==> config.mk <==
export PLATFORM = sky130hd
export DESIGN_NAME = varint_event_tape_parser
export DESIGN_NICKNAME = d
export VERILOG_FILES = /design/src/design/vetp_pkg.sv /design/src/design/varint_event_tape_parser.sv /design/src/design/vetp_decoder.sv /design/src/design/vetp_out_stage.sv
export SDC_FILE = /design/constraint.sdc
export NUM_CORES = 1
export LEC_CHECK = 0
export BUFFER_PORTS_ARGS = -buffer_cell sky130_fd_sc_hd__clkbuf_2
export CORE_MARGIN = 1.5
export CORE_UTILIZATION = 29
export CTS_CLUSTER_SIZE = 16
export DETAILED_ROUTE_END_ITERATION = 6
export GPL_TIMING_DRIVEN = 0
export PLACE_DENSITY = 0.49
export SETUP_SLACK_MARGIN = 0.05
export SLEW_MARGIN = 10
export SYNTH_ARGS = -nofsm -noshare
export SYNTH_HDL_FRONTEND = slang
export SYNTH_SLANG_ARGS = --single-unit
==> constraint.sdc <==
create_clock -name clk -period 18.8 [get_ports clk]
set_input_delay 1.88 -clock clk [delete_from_list [all_inputs] [get_ports clk]]
set_output_delay 1.88 -clock clk [all_outputs]
set_load 0.01 [all_outputs]
==> src/design/vetp_pkg.sv <==
package vetp_pkg;

  localparam logic [31:0] MAGIC_WORD       = 32'h564C_5431;  // "VLT1", first byte high
  localparam logic [6:0]  LOW7             = 7'h7F;
  localparam int unsigned CONT_BIT         = 7;              // bit of 0x80
  localparam logic [6:0]  SHIFT_STEP       = 7'd7;
  localparam logic [3:0]  MAX_VARINT_BYTES = 4'd10;
  localparam logic [3:0]  MAGIC_BYTES      = 4'd4;
  localparam logic [3:0]  ID_BYTES         = 4'd2;
  localparam logic [3:0]  COUNT_BYTES      = 4'd4;
  localparam logic [3:0]  LEN_BYTES        = 4'd2;

  localparam int unsigned TDATA_W = 208;  // 202 field bits padded to bytes

  typedef enum logic [3:0] {
    PH_MAGIC   = 4'd0,
    PH_ID      = 4'd1,
    PH_COUNT   = 4'd2,
    PH_TAG     = 4'd3,
    PH_DELTA   = 4'd4,
    PH_LEN     = 4'd5,
    PH_PAYLOAD = 4'd6,
    PH_DONE    = 4'd7,
    PH_ERROR   = 4'd8
  } phase_t;

  typedef enum logic [1:0] {
    KIND_HEADER  = 2'd0,
    KIND_EVENT   = 2'd1,
    KIND_PAYLOAD = 2'd2,
    KIND_ERROR   = 2'd3
  } kind_t;

  typedef enum logic [1:0] {
    ERR_BAD_MAGIC  = 2'd0,
    ERR_TRUNCATED  = 2'd1,
    ERR_VARINT_LEN = 2'd2
  } err_t;

  typedef struct packed {
    logic [1:0]  kind;
    logic [15:0] tape_id;
    logic [31:0] event_count;
    logic [63:0] tag;
    logic [63:0] delta;
    logic [15:0] payload_len;
    logic [7:0]  payload_byte;
    logic [1:0]  error_code;
    logic        tape_done;
  } result_t;

endpackage

==> src/design/varint_event_tape_parser.sv <==
// Channel  Dir  tdata fields (low bit up)                        tuser       tlast
// s_axis   in   data_byte[7:0]                                   action      -
// m_axis   out  tape_id, event_count, tag, delta, payload_len,   kind[1:0]   tape_done
//               payload_byte, error_code, 6 zero pad bits
//
// One input transfer per cycle while s_axis_tready is high; the decoder updates
// its parse state in the cycle of the transfer and its result is registered,
// in the output register or, when the output is stalled, in the skid slot.
// Synchronous reset puts the parser back to awaiting the magic word.
// The output register plus a one-entry skid slot absorb a stall: s_axis_tready
// drops only once both are holding results.
module varint_event_tape_parser (
  input  logic         clk,
  input  logic         rst,
  input  logic         s_axis_tvalid,
  output logic         s_axis_tready,
  input  logic [7:0]   s_axis_tdata,   // [7:0] data_byte
  input  logic         s_axis_tuser,   // [0] action: 1 = end of input
  output logic         m_axis_tvalid,
  input  logic         m_axis_tready,
  output logic [207:0] m_axis_tdata,   // tape_id[15:0], event_count[47:16], tag[111:48],
                                       // delta[175:112], payload_len[191:176],
                                       // payload_byte[199:192], error_code[201:200]
  output logic [1:0]   m_axis_tuser,   // [1:0] kind
  output logic         m_axis_tlast    // tape_done
);
  import vetp_pkg::*;

  logic    take;
  logic    res_valid;
  result_t res;
  result_t out_res;

  // input transfer
  assign take = s_axis_tvalid && s_axis_tready;

  vetp_decoder u_dec (
    .clk       (clk),
    .rst       (rst),
    .take      (take),
    .action    (s_axis_tuser),
    .data_byte (s_axis_tdata),
    .res_valid (res_valid),
    .res       (res)
  );

  vetp_out_stage u_out (
    .clk       (clk),
    .rst       (rst),
    .push      (res_valid),
    .push_data (res),
    .room      (s_axis_tready),
    .out_valid (m_axis_tvalid),
    .out_ready (m_axis_tready),
    .out_data  (out_res)
  );

  // pack fields, first field lowest
  assign m_axis_tdata = {6'b0, out_res.error_code, out_res.payload_byte, out_res.payload_len,
                         out_res.delta, out_res.tag, out_res.event_count, out_res.tape_id};
  assign m_axis_tuser = out_res.kind;
  assign m_axis_tlast = out_res.tape_done;

endmodule

==> src/design/vetp_decoder.sv <==
module vetp_decoder (
  input  logic              clk,
  input  logic              rst,
  input  logic              take,       // input transfer this cycle
  input  logic              action,     // 1 = end of input
  input  logic [7:0]        data_byte,
  output logic              res_valid,
  output vetp_pkg::result_t res
);
  import vetp_pkg::*;

  phase_t      phase, phase_next;
  logic [3:0]  byte_pos, byte_pos_next;
  logic [63:0] vacc, vacc_next;
  logic [31:0] hacc, hacc_next;
  logic [15:0] tape_id, tape_id_next;
  logic [31:0] events_rem, events_rem_next;
  logic [63:0] held_tag, held_tag_next;
  logic [63:0] held_delta, held_delta_next;
  logic [15:0] pay_rem, pay_rem_next;

  logic [3:0]  pos_inc;
  logic [6:0]  shamt;
  logic [63:0] vacc_or;
  logic [31:0] hacc_sh;
  logic [15:0] len_sh;
  logic [15:0] pay_dec;
  logic [31:0] events_dec;

  assign pos_inc    = byte_pos + 4'd1;
  assign shamt      = 7'(byte_pos) * SHIFT_STEP;
  assign vacc_or    = vacc | (64'(data_byte & {1'b0, LOW7}) << shamt);
  assign hacc_sh    = {hacc[23:0], data_byte};
  assign len_sh     = {pay_rem[7:0], data_byte};
  assign pay_dec    = pay_rem - 16'd1;
  assign events_dec = events_rem - 32'd1;

  always_comb begin
    phase_next      = phase;
    byte_pos_next   = byte_pos;
    vacc_next       = vacc;
    hacc_next       = hacc;
    tape_id_next    = tape_id;
    events_rem_next = events_rem;
    held_tag_next   = held_tag;
    held_delta_next = held_delta;
    pay_rem_next    = pay_rem;
    res_valid       = 1'b0;
    res             = '0;

    if (take) begin
      if (action) begin
        // end of input: re-arm, flag truncation unless finished or failed
        phase_next      = PH_MAGIC;
        byte_pos_next   = '0;
        vacc_next       = '0;
        hacc_next       = '0;
        tape_id_next    = '0;
        events_rem_next = '0;
        held_tag_next   = '0;
        held_delta_next = '0;
        pay_rem_next    = '0;
        if (phase != PH_DONE && phase != PH_ERROR) begin
          res_valid      = 1'b1;
          res.kind       = KIND_ERROR;
          res.error_code = ERR_TRUNCATED;
        end
      end else begin
        unique case (phase) inside
          PH_MAGIC: begin
            hacc_next     = hacc_sh;
            byte_pos_next = pos_inc;
            if (pos_inc >= MAGIC_BYTES) begin
              byte_pos_next = '0;
              if (hacc_sh != MAGIC_WORD) begin
                phase_next     = PH_ERROR;
                res_valid      = 1'b1;
                res.kind       = KIND_ERROR;
                res.error_code = ERR_BAD_MAGIC;
              end else begin
                hacc_next  = '0;
                phase_next = PH_ID;
              end
            end
          end
          PH_ID: begin
            tape_id_next  = {tape_id[7:0], data_byte};
            byte_pos_next = pos_inc;
            if (pos_inc >= ID_BYTES) begin
              byte_pos_next = '0;
              hacc_next     = '0;
              phase_next    = PH_COUNT;
            end
          end
          PH_COUNT: begin
            hacc_next     = hacc_sh;
            byte_pos_next = pos_inc;
            if (pos_inc >= COUNT_BYTES) begin
              byte_pos_next   = '0;
              events_rem_next = hacc_sh;
              res_valid       = 1'b1;
              res.kind        = KIND_HEADER;
              res.tape_id     = tape_id;
              res.event_count = hacc_sh;
              if (hacc_sh == '0) begin
                phase_next    = PH_DONE;
                res.tape_done = 1'b1;
              end else begin
                phase_next = PH_TAG;
                vacc_next  = '0;
              end
            end
          end
          PH_TAG, PH_DELTA: begin
            if (byte_pos >= MAX_VARINT_BYTES) begin
              phase_next     = PH_ERROR;
              res_valid      = 1'b1;
              res.kind       = KIND_ERROR;
              res.error_code = ERR_VARINT_LEN;
            end else begin
              vacc_next = vacc_or;
              if (!data_byte[CONT_BIT]) begin
                if (phase == PH_TAG) begin
                  held_tag_next = vacc_or;
                  phase_next    = PH_DELTA;
                end else begin
                  // zigzag: (z >> 1) ^ -(z & 1)
                  held_delta_next = {1'b0, vacc_or[63:1]} ^ {64{vacc_or[0]}};
                  phase_next      = PH_LEN;
                  pay_rem_next    = '0;
                end
                vacc_next     = '0;
                byte_pos_next = '0;
              end else if (pos_inc >= MAX_VARINT_BYTES) begin
                phase_next     = PH_ERROR;
                res_valid      = 1'b1;
                res.kind       = KIND_ERROR;
                res.error_code = ERR_VARINT_LEN;
              end else begin
                byte_pos_next = pos_inc;
              end
            end
          end
          PH_LEN: begin
            pay_rem_next  = len_sh;
            byte_pos_next = pos_inc;
            if (pos_inc >= LEN_BYTES) begin
              byte_pos_next   = '0;
              res_valid       = 1'b1;
              res.kind        = KIND_EVENT;
              res.tag         = held_tag;
              res.delta       = held_delta;
              res.payload_len = len_sh;
              if (len_sh == '0) begin
                events_rem_next = events_dec;
                vacc_next       = '0;
                if (events_dec == '0) begin
                  phase_next    = PH_DONE;
                  res.tape_done = 1'b1;
                end else begin
                  phase_next = PH_TAG;
                end
              end else begin
                phase_next = PH_PAYLOAD;
              end
            end
          end
          PH_PAYLOAD: begin
            res_valid        = 1'b1;
            res.kind         = KIND_PAYLOAD;
            res.payload_byte = data_byte;
            pay_rem_next     = pay_dec;
            if (pay_dec == '0) begin
              events_rem_next = events_dec;
              vacc_next       = '0;
              if (events_dec == '0) begin
                phase_next    = PH_DONE;
                res.tape_done = 1'b1;
              end else begin
                phase_next = PH_TAG;
              end
            end
          end
          default: begin
            // done or error: data bytes dropped
          end
        endcase
      end
    end
  end

  always_ff @(posedge clk) begin
    if (rst) begin
      phase      <= PH_MAGIC;
      byte_pos   <= '0;
      vacc       <= '0;
      hacc       <= '0;
      tape_id    <= '0;
      events_rem <= '0;
      held_tag   <= '0;
      held_delta <= '0;
      pay_rem    <= '0;
    end else begin
      phase      <= phase_next;
      byte_pos   <= byte_pos_next;
      vacc       <= vacc_next;
      hacc       <= hacc_next;
      tape_id    <= tape_id_next;
      events_rem <= events_rem_next;
      held_tag   <= held_tag_next;
      held_delta <= held_delta_next;
      pay_rem    <= pay_rem_next;
    end
  end

endmodule

==> src/design/vetp_out_stage.sv <==
module vetp_out_stage (
  input  logic              clk,
  input  logic              rst,
  input  logic              push,
  input  vetp_pkg::result_t push_data,
  output logic              room,
  output logic              out_valid,
  input  logic              out_ready,
  output vetp_pkg::result_t out_data
);
  import vetp_pkg::*;

  result_t skid_data;
  logic    skid_valid;
  logic    pop;

  assign room = !skid_valid;
  assign pop  = out_valid && out_ready;

  // push only arrives while the skid slot is empty
  always_ff @(posedge clk) begin
    if (rst) begin
      out_valid  <= 1'b0;
      skid_valid <= 1'b0;
    end else if (skid_valid) begin
      if (pop) begin
        out_valid  <= 1'b1;
        skid_valid <= 1'b0;
      end
    end else if (!out_valid || pop) begin
      out_valid <= push;
    end else if (push) begin
      skid_valid <= 1'b1;
    end
  end

  always_ff @(posedge clk) begin
    if (skid_valid) begin
      if (pop) begin
        out_data <= skid_data;
      end
    end else if (!out_valid || pop) begin
      out_data <= push_data;
    end else if (push) begin
      skid_data <= push_data;
    end
  end

endmodule

==> key figures, run 1 <==
STA
  • Max Transition Viols Final: 0
  • Hold Violations, Final: 0
  • Hold WS: 455 ps
  • Worst-Margin Slew: 1420 ps
  • Final TNS setup: 0 ps
  • RSZ-0062 raised after global routing: false
  • Clk_skew: 32.7 ps
  • Slew headroom: 5.09%
  • Min Tclk post-route: 5730 ps
  • Final cycle utilization of the critical path: 30.5%
  • Setup violators final: 0
  • Max Freq: 174 MHz

Detailed routing
  • Drt pass-1 iters: 6
  • Drt total wl: 94400 um
  • Via count: 22000
  • Drt drc: 0
  • Routed vias/inst: 4.88
  • ANT nets after route: 0
  • Initial drt markers: 1677
  • Wire length per cell: 20.9 um

Global routing
  • First-pass GRT wire length: 140000 um
  • GRT Total Usage: 17.3%
  • Pin count of the biggest net entering global routing: 28
  • Initial antenna violation count: 8
  • Congestion Overflow GR: 0
  • Number of global-route vias before repair: 21600

Layout
  • Final #Nets: 3089
  • Fillers: 10500
  • Layout area overhead: 20.3%
  • Post-route cell area: 36400 um2
  • Layout cell share with drive strength beyond 1: 15.6%

Die
  • Die Height: 326 um
  • Row cnt: 118
  • DIE WIDTH: 326 um
  • Core region area: 103000 um2
  • I/O pin cnt: 226
  • Initial Util: 29.2%
  • DIE AREA: 106000 um2

Placed design
  • Placed cell area: 33600 um2
  • RePlAce Congestion: 0.917
  • DP HPWL: 67400 um
  • Port Buffer Count: 218

Logic synthesis
  • Warnings, synthesis: 0
  • Adder-cell area share of the yosys netlist: 0.290%
  • Mean Syn Cell Area: 11.0 um2
  • Synthesized flop and latch total: 700
  • Area share of the largest cell type after synthesis: 40.7%
  • Post-Synth Simple-Gate Area: 16.3%
  • Largest family of logic cells by synthesized area: simple AND/OR/NAND/NOR gates
  • Register area share after synthesis: 59.9%
  • Post-synthesis xor/xnor area fraction: 2.55%
  • Yosys cell types: 79
  • Synthesized cell area: 30200 um2
  • Dominant synthesized flop cell: edfxtp_1
  • Post-synth top area cell: edfxtp_1
  • Cells after Synth: 2738
  • Mux contribution to synthesized area: 3.39%
  • Post-synthesis compound-gate area fraction: 14.3%
  • Asr flop ratio synth: 0%
  • Area contributors post-synth: edfxtp_1 (41%), dfxtp_1 (19%), a21o_1 (5.3%)
  • Number of enable flip-flop cells after synthesis: 410

Run
  • Max cap viols: 0

Clock network
  • Num CTS Buffers: 80
  • CTS max path bufs: 3
  • # hold bufs at CTS: 0
  • H-Tree Level Count: 3
  • Clk_lat worst skew: 650 ps
  • TritonCTS clock tree: done
  • Post-CTS Resized: 0
  • Post-CTS setup buffer count: 0
  • Worst-path clk slew: 60 ps
  • CTS Sinks: 700
  • Root buffer cell: clkbuf_16

Min path
  • Worst Hold Class: reg -> reg

Power
  • Worst vdd ir: 0.0554 mV
  • Leak pwr: 15.1 nW
  • PD cells: 96.9 nW/um2

Critical path
  • CP Cell Sequence: clkbuf_1, clkinv_1, nor2_1, o31ai_1, a31oi_1, a21oi_1, nor3b_4, buf_8, buf_8, buf_8, buf_8, buf_8
  • Critical Path Source Type: input pin
  • CP arrival: 6070 ps
  • CP required: 19140 ps
  • Crit. End Element: register
  • Crit path top cell by count: buf_8
  • CP max FO: 17
  • Worst setup path class: in -> reg
  • Crit-path max cell delay: 730 ps
  • Reg2reg setup slack: 13770 ps
  • Slowest CP cell: nor3b_4

Outcome
  • Status: complete, no violations
==> cells in the final DEF (no fill, tap or decap), types with 9 or more instances in the layout <==
| master | netlist | final |
|---|---|---|
| mux2i_1 | 26 | 26 |
| nor2_1 | 333 | 333 |
| clkbuf_16 | 0 | 84 |
| nand2_1 | 138 | 138 |
| xnor2_1 | 70 | 70 |
| clkbuf_2 | 0 | 224 |
| and2_1 | 196 | 196 |
| dfxtp_1 | 290 | 290 |
| nor4_1 | 32 | 30 |
| clkbuf_1 | 175 | 178 |
| or3_1 | 16 | 16 |
| inv_1 | 16 | 16 |
| buf_12 | 5 | 11 |
| o31ai_1 | 13 | 13 |
| buf_1 | 10 | 10 |
| a31oi_1 | 10 | 10 |
| nor3_1 | 106 | 104 |
| a21oi_1 | 214 | 214 |
| clkinv_2 | 0 | 14 |
| mux2_4 | 48 | 48 |
| a22oi_1 | 41 | 41 |
| nand2b_1 | 9 | 9 |
| nor2b_1 | 61 | 61 |
| xor2_1 | 18 | 18 |
| o21ai_0 | 50 | 49 |
| bufinv_16 | 0 | 9 |
| a21o_1 | 214 | 214 |
| edfxtp_1 | 410 | 410 |
| a32o_1 | 12 | 12 |
| nand3_1 | 35 | 35 |
| a22o_1 | 18 | 18 |
| nand4_1 | 15 | 15 |
| o211ai_1 | 14 | 14 |
| buf_8 | 0 | 13 |
==> logic make-up (layout without fill, tap and decap cells) <==
kind of cell / count (synthesis) / in the layout
xor+xnor: 88 / 88
flops: 700 / 700
simple gates: 991 / 991
compound gates: 652 / 652
mux: 78 / 78
buf+inv: 221 / 615
fa+ha+maj: 7 / 7
other cells: 1 / 7
==> cells in the mapped netlist, types with 18 or more instances <==
cell / instances
a22o_1: 18
mux2i_1: 26
nor4_1: 32
a21oi_1: 214
nor2_1: 333
nand3_1: 35
edfxtp_1: 410
mux2_4: 48
nand2_1: 138
a21o_1: 214
o21ai_0: 50
xnor2_1: 70
a22oi_1: 41
and2_1: 196
clkbuf_1: 175
xor2_1: 18
nor3_1: 106
nor2b_1: 61
dfxtp_1: 290
==> registers in the layout, indices dropped and copies added, names as in the netlist <==
name and cells:
u_out.out_valid 1, u_dec.tape_id 16, u_out.skid_data 205, u_dec.pay_rem 16, u_dec.phase 4, u_dec.hacc 24
u_dec.held_delta 64, u_dec.held_tag 64, u_dec.vacc 64, u_dec.byte_pos 4, u_out.skid_valid 1, u_out.out_data 205
u_dec.events_rem 32
==> critical path: cells and delay by family <==
family,cells,cell delay (ps)
buffers and inverters,7,1850
AO/OA/AOI/OAI,3,890
AND/OR/NAND/NOR,2,1400
==> final timing paths <==
check | endpoint | depth (start not counted) | start
worst max register to register | u_out.skid_data[149] | 15 | u_dec.byte_pos[0]
worst min-delay path | u_dec.pay_rem[15] | 2 | u_dec.pay_rem[15]
worst max-delay path | u_out.skid_data[149] | 12 | s_axis_tuser
worst min register to register | u_dec.pay_rem[15] | 2 | u_dec.pay_rem[15]
==> layout make-up <==
cell class	instances	area, um2	area share (%)
diodes	1	2.50	0.00688
plain buffers	203	901	2.48
clock buffers	96	2180	5.99
clock inverters	54	587	1.61
inverters	18	67.6	0.186
multi-input cells	1822	11200	30.9
flip-flops and latches	700	18100	49.8
well taps	1380	1730	4.75
repair buffers	244	1560	4.30
==> where the power goes <==
group	internal, mW	switching, mW
clock network	0.961	0.680
registers	1.66	0.0180
logic	0.0662	0.143
total	2.68	0.841
==> stage by stage <==
stage	total power, mW	utilization, %	cells	setup WS (ps)
after floorplan	1.84	-	2743	2900
after global placement	1.94	32.0	4341	-5830
after detailed placement	1.92	32.4	4367	12420
after CTS	3.57	35.1	4517	13100
after global routing	3.65	35.1	4517	12760
final	3.52	35.1	4518	13070
==> per-layer routing <==
metal | track usage (%) | wire length (um) | up-vias
li1 | - | - | 10500
met1 | 24.1 | 43900 | 10800
met2 | 27.5 | 43300 | 539
met3 | 3.29 | 5200 | 124
met4 | 4.65 | 1990 | 10
met5 | 0 | 58 | -
No activity file was read; power rests on OpenSTA's default activity.
==> run 2: changes to the inputs <==
- ABC_AREA: default -> 1
- clock period: 18.8 -> 4.75 ns (I/O delays scaled with it)
==> run 2 against run 1 <==
Against the previous run: clock power increased to 3.6 times the previous value; cell area is 1.0% higher; non-clock buffer count rose by 12; via count up 16%; sequential share of layout area is 0.51 points lower; first-iteration DRC count rose by 29%; register-to-register slack got worse by 13000 ps; critical path type is now reg -> reg; largest cell class unchanged.
==> key figures, run 2 <==
Outcome
  • Status: complete, no violations

Detailed routing
  • Drt total wl: 102000 um
  • ANT nets after route: 0
  • Routed vias/inst: 4.79
  • Via count: 25400
  • Wire length per cell: 19.2 um
  • Initial drt markers: 2167
  • Drt pass-1 iters: 5
  • Drt drc: 0

Critical path
  • Delay-heaviest family, CP: buffers and inverters
  • Worst path bufs/invs: 4
  • Critical Path Source Type: register
  • CP max FO: 10
  • Worst setup path class: reg -> reg
  • CP arrival: 4430 ps
  • Crit path top cell by count: clkbuf_1
  • CP required: 5100 ps
  • Slowest CP cell: clkbuf_1
  • CP Cell Sequence: clkbuf_1, inv_1, nand2_1, nor2_1, nand2_1, clkbuf_1, clkbuf_1, nor2_1
  • Crit. End Element: register
  • Crit-path max cell delay: 760 ps

Logic synthesis
  • Area contributors post-synth: edfxtp_1 (40%), dfxtp_1 (19%), nand2_1 (8.4%)
  • Yosys cell types: 50
  • Commonest cells post-synth: nand2_1 (693), nor2_1 (539), edfxtp_1 (410)
  • Asr flop ratio synth: 0%
  • Post-synth top area cell: edfxtp_1
  • Area share of the largest cell type after synthesis: 39.7%
  • Mean Syn Cell Area: 8.76 um2
  • Synthesized flop and latch total: 700
  • Warnings, synthesis: 0
  • Cells after Synth: 3542
  • Dominant synthesized flop cell: edfxtp_1
  • Number of enable flip-flop cells after synthesis: 410
  • Register area share after synthesis: 58.4%
  • Synthesized cell area: 31000 um2
  • Most frequent cell after synthesis: nand2_1

Global routing
  • GRT Total Usage: 18.3%
  • Pin count of the biggest net entering global routing: 31
  • Number of global-route vias before repair: 23900
  • Initial antenna violation count: 1
  • First-pass GRT wire length: 151000 um
  • Congestion Overflow GR: 0

Power
  • Leak pwr: 14.8 nW
  • PD cells: 413 nW/um2
  • Worst vdd ir: 0.213 mV

STA
  • Min Tclk post-route: 4080 ps
  • RSZ-0062 raised after global routing: false
  • Max Transition Viols Final: 0
  • Worst-Margin Slew: 1060 ps
  • Slew headroom: 29.1%
  • Max Freq: 245 MHz
  • Setup violators final: 0
  • Clk_skew: 26.2 ps
  • Final cycle utilization of the critical path: 85.8%
  • Hold Violations, Final: 0

Placed design
  • Placed cell area: 34300 um2
  • RePlAce Congestion: 0.917
  • DP HPWL: 75400 um
  • Port Buffer Count: 217

Clock network
  • CTS max path bufs: 3
  • TritonCTS clock tree: done
  • Root buffer cell: clkbuf_16
  • CTS Sinks: 700
  • Worst-path clk slew: 60 ps
  • Num CTS Buffers: 78
  • Clk_lat worst skew: 650 ps
  • Post-CTS setup buffer count: 0
  • # hold bufs at CTS: 0
  • Post-CTS Resized: 0
  • H-Tree Level Count: 3

Layout
  • Fillers: 11100
  • Final #Nets: 3881
  • Layout area overhead: 18.5%
  • Diode count: 0
  • Post-layout util: 34.8%
  • Most frequent cells in the layout: nand2_1 (691), nor2_1 (537), edfxtp_1 (410)
  • Post-route cell area: 36700 um2
  • Commonest non-fill, non-tap cell in the layout: nand2_1
  • Layout cell share with drive strength beyond 1: 11.3%
  • Top Registers: u_out.out_data x205, u_out.skid_data x205

Min path
  • Worst Hold Class: in -> reg

Die
  • Core region area: 106000 um2
  • DIE AREA: 109000 um2
  • DIE WIDTH: 330 um
  • Die Height: 330 um
  • Initial Util: 29.3%
  • I/O pin cnt: 226
  • Row cnt: 119

Run
  • Max cap viols: 0
[run 2: cell types whose count changed after synthesis, moves of 48 or more]
| cell | before | now |
|---|---|---|
| mux2_4 | 48 | 0 |
| a211oi_1 | 8 | 73 |
| nand2_1 | 138 | 693 |
| nand3_1 | 35 | 137 |
| a21oi_1 | 214 | 296 |
| a21o_1 | 214 | 68 |
| o21ai_0 | 50 | 279 |
| inv_1 | 16 | 284 |
| nor2b_1 | 61 | 0 |
| and2_1 | 196 | 1 |
| nor2_1 | 333 | 539 |
| xnor2_1 | 70 | 3 |
[run 2: logic make-up after synthesis]
kind of cell | count (synthesis) | synth area share [%]
adders and majority gates | 7 | 0.282
other | 1 | 0.0121
buffers and inverters | 522 | 6.76
and+or+nand+nor | 1532 | 20.2
AOI/OAI and AO/OA | 762 | 13.8
DFF | 700 | 58.4
xor gates and xnor gates | 18 | 0.533
[run 2: worst reg2reg max path, stage by stage, from the launching register on]
cell,delay [ps]
dfxtp_1,310
clkbuf_1,760
inv_1,240
nand2_1,380
nor2_1,130
nand2_1,670
clkbuf_1,650
clkbuf_1,570
nor2_1,110
[run 2: path summary, 6_finish.rpt]
path,slack (ps),start,endpoint,depth (start not counted)
setup / recovery,670,u_out.skid_valid,u_out.skid_data[77],8
hold / removal,130,s_axis_tdata[3],u_dec.hacc[3],3
setup reg to reg,670,u_out.skid_valid,u_out.skid_data[77],8
hold reg to reg,460,u_dec.held_delta[12],u_dec.held_delta[12],2
[run 2: cell type report]
class	count	area [um2]	share of cell area [%]
buffer	225	1010	2.74
clock buffer	111	2180	5.93
clock inverter	32	250	0.681
inverter	297	1120	3.04
multi-input combinational	2325	10900	29.6
sequential	700	18100	49.3
tap	1391	1740	4.74
timing repair buffer	234	1460	3.98
[run 2: power by group]
part           internal [mW]  total [mW]  switching [mW]  leakage, nW
Clock                   3.32        5.86            2.54         1.18
Combinational          0.661        2.36            1.70         6.69
Sequential              6.79        6.95           0.166         6.92
[run 2: layer usage]
layer	wire length (um)	vias up	part of all wire [%]	GRT usage (%)
met5	0	-	0	0
met4	2170	0	2.1	4.80
met3	5850	139	5.7	2.94
met2	45600	696	45	28.4
met1	48200	12100	47	26.4
li1	-	12500	-	-
[run 2: metrics by stage]
stage          setup slack, ps  std cells  hold slack (ps)  total power [mW]  TNS [ps]
5_1_grt                    423       5315              128              15.8         0
4_1_cts                    503       5315              102              15.3         0
3_3_place_gp             -2760       5155              450              9.40  -1048040
2_1_floorplan             -181       3547              438              8.52    -37130
3_5_place_dp               509       5172              452              9.42         0
6_report                   673       5315              126              15.2         0
==> run 3: changes to the inputs <==
- CORE_UTILIZATION: 29 -> 31
- PLACE_DENSITY: 0.49 -> 0.51
==> run 3 against run 2 <==
Against the previous run: the run now ends with design-rule violations left; clock skew shrank 3.6 ps; sequential cell count unchanged; sequential share of layout area about the same; core utilization rose by 2.4 points; largest cell class unchanged.
==> key figures, run 3 (synthesis gave the netlist of run 2 again) <==
Critical path
  • Critical Path Source Type: register
  • CP startpoint: u_out.skid_valid
  • R2R Path Start: u_out.skid_valid
  • Crit. End Element: register
  • R2r worst-path depth: 8
  • CP max FO: 10
  • CP arrival: 4700 ps
  • Worst setup path class: reg -> reg
  • CP required: 5100 ps
  • CP Capture Point: u_out.out_data[72]
  • Reg2reg setup slack: 410 ps
  • R2r endpoint: u_out.out_data[72]

Power
  • PD cells: 417 nW/um2
  • Worst vdd ir: 0.269 mV
  • Leak pwr: 14.8 nW
  • Total Power: 15.3 mW

STA
  • Max Freq: 230 MHz
  • Min Tclk post-route: 4340 ps
  • Final cycle utilization of the critical path: 91.4%
  • Setup violators final: 0
  • Slew headroom: 26.6%
  • Final TNS setup: 0 ps
  • Hold Violations, Final: 0
  • RSZ-0062 raised after global routing: false
  • Clk_skew: 22.6 ps
  • Worst-Margin Slew: 1100 ps
  • Max Transition Viols Final: 0

Placed design
  • # placed instances: 5068
  • RePlAce Congestion: 0.926
  • Port Buffer Count: 217
  • DP HPWL: 73100 um
  • Placed cell area: 34200 um2

Clock network
  • Clk_lat worst skew: 660 ps
  • CTS max path bufs: 3
  • CTS Sinks: 700
  • Worst-path clk slew: 60 ps
  • # hold bufs at CTS: 0
  • Post-CTS setup buffer count: 0
  • TritonCTS clock tree: done
  • Num CTS Buffers: 76
  • Root buffer cell: clkbuf_16
  • Post-CTS Resized: 0
  • H-Tree Level Count: 3

Detailed routing
  • Drt total wl: 99400 um
  • Drt drc: 1
  • Drt pass-1 iters: 7
  • Routed vias/inst: 4.88
  • Wire length per cell: 19.1 um
  • Via count: 25400
  • Initial drt markers: 2457
  • ANT nets after route: 0

Global routing
  • Congestion Overflow GR: 0
  • Initial antenna violation count: 3
  • First-pass GRT wire length: 149000 um
  • GRT Total Usage: 19.1%
  • Number of global-route vias before repair: 23700
  • Pin count of the biggest net entering global routing: 31

Die
  • I/O pin cnt: 226
  • Core region area: 98700 um2
  • Die Height: 319 um
  • DIE AREA: 102000 um2
  • DIE WIDTH: 319 um
  • Initial Util: 31.4%
  • Row cnt: 115

Outcome
  • Status: finished with violations
  • Failing checks: design-rule violations

Layout
  • Post-Layout Cell Count: 5211
  • Most frequent cells in the layout: nand2_1 (691), nor2_1 (537), edfxtp_1 (410)
  • Layout area overhead: 18.4%
  • Top Registers: u_out.out_data x205, u_out.skid_data x205
  • Commonest non-fill, non-tap cell in the layout: nand2_1
  • Layout cell share with drive strength beyond 1: 11.4%
  • Post-layout util: 37.2%
  • Final #Nets: 3879
  • Post-route cell area: 36700 um2

Run
  • Max cap viols: 0

Min path
  • Worst Hold Class: in -> reg
==> run 3: changes by cell type in the layout (fill, tap and decap cells not counted), moves of 2 or more <==
cell / delta
clkbuf_1: -9
bufinv_16: +4
clkinv_8: +4
clkbuf_16: -3
clkinv_1: +3
clkinvlp_4: -2
inv_6: +2
==> run 3: final cells by class <==
type | instances | area, um2
clock inverter | 41 | 438
multi-input combinational | 2325 | 10900
timing repair buffer | 234 | 1470
inverter | 297 | 1120
tap | 1287 | 1610
clock buffer | 101 | 2090
antenna | 1 | 2.50
buffer | 225 | 1010
fill | 10200 | 62000
sequential | 700 | 18100
==> run 3: power by group <==
part           leakage (nW)  switching, mW  internal, mW
logic                  6.70           1.69         0.662
registers              6.92          0.161          6.78
clock network          1.23           2.57          3.46
==> run 3: stage by stage <==
stage / worst slack [ps] / hold WS [ps]
floorplan: -181 / 438
global placement: -2990 / 451
detailed placement: 294 / 453
CTS: 271 / 101
global route: 227 / 116
finish: 407 / 121
==> run 3: worst max-delay path, cell delays in order, from the launching register on <==
cell      delay, ps
dfxtp_1         300
clkbuf_1        810
inv_1           390
nand2_1         440
nor2_1          160
nand2_1         680
clkbuf_1        620
clkbuf_1        440
o21ai_0         200
==> run 3: per-layer routing <==
layer / vias to the layer above / routed length, um / track usage, %
met1: 12000 / 47100 / 27.4
met3: 135 / 6140 / 3.19
met2: 756 / 43800 / 29.0
met5: - / 21 / 0
li1: 12500 / - / -
met4: 4 / 2380 / 5.97
==> run 3: how the worst min path moves through the flow <==
stage	from	end	cells past startpoint
6_report	s_axis_tdata[6]	u_dec.hacc[6]	3
2_1_floorplan	u_dec.held_tag[59]	u_dec.held_tag[59]	2
3_3_place_gp	u_dec.held_delta[1]	u_dec.held_delta[1]	2
4_1_cts	s_axis_tdata[6]	u_dec.hacc[6]	3
3_5_place_dp	u_dec.held_delta[44]	u_dec.held_delta[44]	2
5_1_grt	s_axis_tdata[6]	u_dec.hacc[6]	3
